`src/design/ole_pkg.sv`:
```
// Package with the constants, codes and transfer types of the ordered list engine.
package ole_pkg;

	localparam int DEPTH       = 16;
	localparam int TOKEN_WIDTH = 32;
	localparam int CNT_W       = $clog2(DEPTH + 1);

	typedef enum logic [1:0] {
		CMD_APPEND  = 2'd0,
		CMD_GET     = 2'd1,
		CMD_DEL_IDX = 2'd2,
		CMD_DEL_VAL = 2'd3
	} cmd_t;

	typedef enum logic [1:0] {
		ST_OK      = 2'd0,
		ST_RANGE   = 2'd1,
		ST_MISSING = 2'd2,
		ST_FULL    = 2'd3
	} status_t;

	typedef logic [TOKEN_WIDTH-1:0] tok_t;
	typedef logic [CNT_W-1:0] cnt_t;

	typedef struct packed {
		cmd_t        cmd;
		logic [3:0]  position;
		logic [31:0] token;
	} cmd_item_t;

	typedef struct packed {
		logic [31:0] read_token;
		logic [4:0]  length;
		status_t     status;
	} rsp_item_t;

	typedef struct packed {
		logic valid;
		logic idx_sel;
		logic append_sel;
		logic by_index;
		logic by_value;
		logic apply;
	} cell_ctrl_t;

endpackage

```
`src/design/ole_cell.sv`:
```
// One storage cell of the list: holds an entry, compares it and takes its neighbor's entry.
module ole_cell (
	input  logic                clk,
	input  ole_pkg::cell_ctrl_t ctrl,
	input  ole_pkg::tok_t       token,
	input  ole_pkg::tok_t       right_entry,
	input  logic                hit_in,
	output ole_pkg::tok_t       entry,
	output logic                hit_out
);
	import ole_pkg::*;

	tok_t entry_q;
	logic match;
	logic shift;

	assign match   = ctrl.valid && (entry_q == token);
	assign hit_out = hit_in | match;
	assign shift   = (ctrl.by_index & ctrl.idx_sel) | (ctrl.by_value & hit_out);
	assign entry   = entry_q;

	always_ff @(posedge clk) begin
		if (ctrl.apply) begin
			if (ctrl.append_sel) begin
				entry_q <= token;
			end else if (shift) begin
				entry_q <= right_entry;
			end
		end
	end

endmodule

```
`src/design/ole_chain.sv`:
```
// Row of list cells with per-cell control decode, first-match chain and read select.
module ole_chain (
	input  logic               clk,
	input  ole_pkg::cmd_t      cmd,
	input  logic [3:0]         position,
	input  ole_pkg::tok_t      token,
	input  ole_pkg::cnt_t      count,
	input  logic               apply,
	output logic               found,
	output ole_pkg::tok_t      read_entry
);
	import ole_pkg::*;

	tok_t entries [DEPTH];
	logic hit [DEPTH+1];

	assign hit[0] = 1'b0;
	assign found  = hit[DEPTH];

	for (genvar g = 0; g < DEPTH; g++) begin : g_cell
		cell_ctrl_t ctrl;
		tok_t       right;

		assign ctrl.valid      = 32'(g) < 32'(count);
		assign ctrl.idx_sel    = 32'(g) >= 32'(position);
		assign ctrl.append_sel = (cmd == CMD_APPEND) && (32'(g) == 32'(count));
		assign ctrl.by_index   = (cmd == CMD_DEL_IDX);
		assign ctrl.by_value   = (cmd == CMD_DEL_VAL);
		assign ctrl.apply      = apply;

		if (g == DEPTH - 1) begin : g_last
			assign right = entries[g];
		end else begin : g_mid
			assign right = entries[g+1];
		end

		ole_cell u_cell (
			.clk         (clk),
			.ctrl        (ctrl),
			.token       (token),
			.right_entry (right),
			.hit_in      (hit[g]),
			.entry       (entries[g]),
			.hit_out     (hit[g+1])
		);
	end

	always_comb begin
		read_entry = '0;
		for (int k = 0; k < DEPTH; k++) begin
			if (32'(k) == 32'(position)) begin
				read_entry = entries[k];
			end
		end
	end

endmodule

```
`src/design/ordered_list_engine.sv`:
```
// Latency: a command transfer shows its response in the next cycle.
// Throughput: one command per cycle unless a stalled response holds cmd_stall high;
// the cell row applies append, shift and compare at once. The response register lets
// a new command in while it is being taken. Reset clears the entry count and the
// response valid; cell contents are unknown until written.
module ordered_list_engine (
	input  logic               clk,
	input  logic               arst_n,
	input  logic               cmd_valid,
	output logic               cmd_stall,
	input  ole_pkg::cmd_item_t cmd,
	output logic               rsp_valid,
	input  logic               rsp_stall,
	output ole_pkg::rsp_item_t rsp
);
	import ole_pkg::*;

	cnt_t      count_q;
	logic      rsp_valid_q;
	rsp_item_t rsp_q;

	logic      accept;
	logic      full;
	logic      in_range;
	logic      found;
	logic      apply;
	tok_t      tok;
	tok_t      read_entry;
	cnt_t      count_nxt;
	rsp_item_t rsp_nxt;

	assign cmd_stall = rsp_valid_q & rsp_stall;
	assign accept    = cmd_valid & ~cmd_stall;
	assign tok       = TOKEN_WIDTH'(cmd.token);
	assign full      = 32'(count_q) >= 32'(DEPTH);
	assign in_range  = 32'(cmd.position) < 32'(count_q);

	always_comb begin
		count_nxt          = count_q;
		apply              = 1'b0;
		rsp_nxt.read_token = '0;
		rsp_nxt.status     = ST_OK;
		unique case (cmd.cmd)
			CMD_APPEND: begin
				if (full) begin
					rsp_nxt.status = ST_FULL;
				end else begin
					apply     = accept;
					count_nxt = count_q + cnt_t'(1);
				end
			end
			CMD_GET: begin
				if (!in_range) begin
					rsp_nxt.status = ST_RANGE;
				end else begin
					rsp_nxt.read_token = 32'(read_entry);
				end
			end
			CMD_DEL_IDX: begin
				if (!in_range) begin
					rsp_nxt.status = ST_RANGE;
				end else begin
					apply     = accept;
					count_nxt = count_q - cnt_t'(1);
				end
			end
			CMD_DEL_VAL: begin
				if (!found) begin
					rsp_nxt.status = ST_MISSING;
				end else begin
					apply     = accept;
					count_nxt = count_q - cnt_t'(1);
				end
			end
			default: begin
				rsp_nxt.status = ST_OK;
			end
		endcase
		rsp_nxt.length = 5'(count_nxt);
	end

	ole_chain u_chain (
		.clk        (clk),
		.cmd        (cmd.cmd),
		.position   (cmd.position),
		.token      (tok),
		.count      (count_q),
		.apply      (apply),
		.found      (found),
		.read_entry (read_entry)
	);

	always_ff @(posedge clk or negedge arst_n) begin
		if (!arst_n) begin
			count_q     <= '0;
			rsp_valid_q <= 1'b0;
		end else begin
			if (accept) begin
				count_q     <= count_nxt;
				rsp_valid_q <= 1'b1;
			end else if (!rsp_stall) begin
				rsp_valid_q <= 1'b0;
			end
		end
	end

	always_ff @(posedge clk) begin
		if (accept) begin
			rsp_q <= rsp_nxt;
		end
	end

	assign rsp_valid = rsp_valid_q;
	assign rsp       = rsp_q;

endmodule

```
`config.mk`:
```
export PLATFORM = sky130hd
export DESIGN_NAME = ordered_list_engine
export DESIGN_NICKNAME = d
export VERILOG_FILES = /design/src/design/ole_pkg.sv /design/src/design/ole_cell.sv /design/src/design/ole_chain.sv /design/src/design/ordered_list_engine.sv
export SDC_FILE = /design/constraint.sdc
export NUM_CORES = 2
export LEC_CHECK = 0
export BUFFER_PORTS_ARGS = -buffer_cell sky130_fd_sc_hd__buf_2
export CORE_MARGIN = 2
export CORE_UTILIZATION = 45
export DETAILED_ROUTE_END_ITERATION = 12
export SLEW_MARGIN = 20
export SYNTH_ARGS = -nofsm -noshare
export SYNTH_HDL_FRONTEND = slang
export SYNTH_HIERARCHICAL = 1
export SYNTH_SLANG_ARGS = --single-unit
```
`constraint.sdc`:
```
create_clock -name clk -period 21.4 [get_ports clk]
set_input_delay 6.42 -clock clk [delete_from_list [all_inputs] [get_ports clk]]
set_output_delay 6.42 -clock clk [all_outputs]
set_load 0.005 [all_outputs]
```
==> results.cfg <==
[sta]
setup_viol = 0
hold_viol = 0
fin_crit_ps = 13180
skew_ps = 19.9
slew_headroom_pct = 19.9
rsz0062_at_grt = no
period_share_pct = 61.6
hold_slack_ps = 530
worstMarginPinSlew_ps = 1200
slew_violations = 0
clock.fmax_ghz = 0.0758
fin_setup_tns_ps = 0

[clocking]
path_clk_slew_ps = 50
clock_sinks = 557
cts_tree = yes
cts_hold_buf = 0
cts_resized = 0
cts_buffers = 69
clock_path_buffers = 3
cts-root-buf = clkbuf_16
postCtsSetupRepairBufs = 0
htreeDepth = 3
clk_latency_ps = 610

[job]
cap_viol_max_count = 0

[setup_path]
crit_buf_inv = 3
required_ps = 14980
crit_top_cell = buf_2
reg2reg_depth = 31
crit_type = primary input to output pin
reg2reg_slack_ps = 13040
worstPathCellList = buf_2, nand2_1, inv_1, buf_2
r2r-start = count_q[3]$_DFFE_PN0N_
r2r_end = u_chain/g_cell[2].u_cell/entry[14]$_DFFE_PP_
cpMaxStageDelayCell = buf_2
crit_path_max_incr_delay_ps = 120
path_max_fanout = 3
start_kind = primary input
crit_family = buffers and inverters
end_kind = output pin
worstPathArrival_ps = 6760
crit_cells = 4

[grt]
track_usage_pct = 26.8
grt_max_degree = 86
grt_pass1_wl_um = 159000
grt-ovfl-total = 0
grt_pass1_vias = 23800
antenna_found_initial = 3

[logic_synthesis]
synth_cell_types = 79
synth_edf_count = 551
synth_top_area_cell = edfxtp_1
yosysWarnings = 6
yosysMostFrequentCell = edfxtp_1
ys_top_cells_by_count = edfxtp_1 (551), mux2_2 (544), xnor2_1 (386), xor2_1 (128), nand2_1 (124)
seq_area_frac_synth_pct = 47.8
yosysTopAreaCellShare_pct = 47.4
ys.flop_type = edfxtp_1
synthArstFlopShare_pct = 1.08
syn_area_um2 = 34900
synth_area_leaders = edfxtp_1 (47%), mux2_2 (18%), xnor2_1 (9.7%)
avgSynthCellArea_um2 = 12.8
yosys_register_bits = 557
synthCells = 2737

[floorplanning]
ios = 83
core_um2 = 77200
dieArea_um2 = 79900
die_y_um = 283
die_w_um = 283
start_util_pct = 45.2
rows = 102

[detailed_routing]
drcViolationCount = 0
top_layer = met4
avgRoutedWirePerCell_um = 27.6
routed-wl-met2_um = 48800
vias_per_cell = 6.11
drt_iter0_markers = 2501
postRouteAntennaNets = 0
drt-pass1-iter-count = 5
wirelength_um = 108000
dr_wl_met3_um = 6770
wl_met1_um = 47700
dr_total_vias = 23800

[final_layout]
final-seq-area_um2 = 16700
areaGrowthSynthToFinish_pct = 11.0
multiInputGateArea_um2 = 17700
fillers = 6642
num-nets-final = 2862
drive_gt1_share_pct = 30.8

[min_path]
min_path_type = flop to flop
hp-start = rsp_valid$_DFFE_PN0P_
holdPathStages = 2
holdPathEnd = rsp_valid$_DFFE_PN0P_

[placed_design]
gp_congestion = 0.893
dp_hpwl_um = 75500
io_buffers = 82

[power_and_ir_drop]
p_total_mw = 2.80
peakVddDrop_mv = 0.0578
powerDensity_nw_per_um2 = 72.2
leakagePower_nw = 12.4

[status]
outcome = complete, no violations
==> power breakdown <==
| group | total [mW] | switching, mW | internal (mW) |
|---|---|---|---|
| clock | 1.12 | 0.469 | 0.654 |
| combinational | 0.430 | 0.278 | 0.153 |
| sequential | 1.25 | 0.0229 | 1.23 |
==> registers in the layout, summed over array words and instances, names as in the netlist <==
register	cells
count_q	5
rsp	39
rsp_valid	1
u_chain/g_cell.u_cell/entry	512
==> worst min-delay path, cell delays in order (launching register included) <==
cell and delay, ps:
dfrtp_1 350, nand2_1 80, nand2b_1 70
==> cells in the final DEF (no fill, tap or decap), types with 15 or more instances in the layout <==
cell type	n
edfxtp_1	551
mux2_2	544
xnor2_1	386
xor2_1	128
nand2_1	124
nand4_1	97
o21ai_0	84
buf_2	80
a21oi_1	72
clkbuf_16	72
buf_4	64
mux2i_1	61
nor4_1	49
mux4_2	42
nor2_1	40
o22ai_1	34
and3_1	33
nand3_1	30
a221o_1	25
nor3_1	23
clkbuf_1	23
inv_1	17
or2b_1	17
nor2b_1	16
o21ai_4	16
nand2b_1	15
==> through the flow <==
stage / worst slack, ps / cell area (um2) / cells / util (%)
global placement: 7910 / 36600 / 3779 / 47.4
detailed placement: 7860 / 36600 / 3779 / 47.4
CTS: 8210 / 38700 / 3902 / 50.2
global route: 8030 / 38800 / 3903 / 50.2
finish: 8220 / 38800 / 3905 / 50.2
floorplan: 8440 / 34900 / 2738 / -
==> routing by layer <==
layer  track usage (%)  up-vias
li1                  -    10600
met1              38.2    12100
met2              41.5      954
met3              3.73      173
met4              10.4        0
met5                 0        -
==> logic make-up (layout without fill, tap and decap cells) <==
| family | Yosys count | count (layout) | synth area share, % |
|---|---|---|---|
| flip-flops | 557 | 557 | 47.8 |
| AO/OA/AOI/OAI | 350 | 350 | 6.70 |
| multiplexers | 651 | 651 | 22.3 |
| other | 2 | 5 | 0.0215 |
| adder cells (fa/ha/maj) | 9 | 9 | 0.322 |
| buffers and inverters | 166 | 291 | 2.53 |
| AND/OR/NAND/NOR | 488 | 488 | 7.44 |
| XOR/XNOR | 514 | 514 | 12.9 |
==> cell type report <==
cell class / count / share of cell area [%]
Antenna cell: 2 / 0.0129
Clock buffer: 95 / 4.87
Clock inverter: 28 / 0.581
Inverter: 22 / 0.213
Multi-Input combinational cell: 2015 / 45.5
Sequential cell: 557 / 43.1
Tap cell: 1040 / 3.36
Timing Repair Buffer: 146 / 2.38
==> worst max-delay path by stage <==
stage	start	end	slack [ps]
2_1_floorplan	rsp_stall	cmd_stall	8440
3_3_place_gp	cmd[19]	u_chain/g_cell[2].u_cell/entry[27]$_DFFE_PP_	7910
3_5_place_dp	cmd[14]	u_chain/g_cell[2].u_cell/entry[24]$_DFFE_PP_	7860
4_1_cts	rsp_stall	cmd_stall	8210
5_1_grt	cmd[1]	u_chain/g_cell[2].u_cell/entry[19]$_DFFE_PP_	8030
6_report	rsp_stall	cmd_stall	8220
Note: power is estimated with default switching activity, not from simulation.
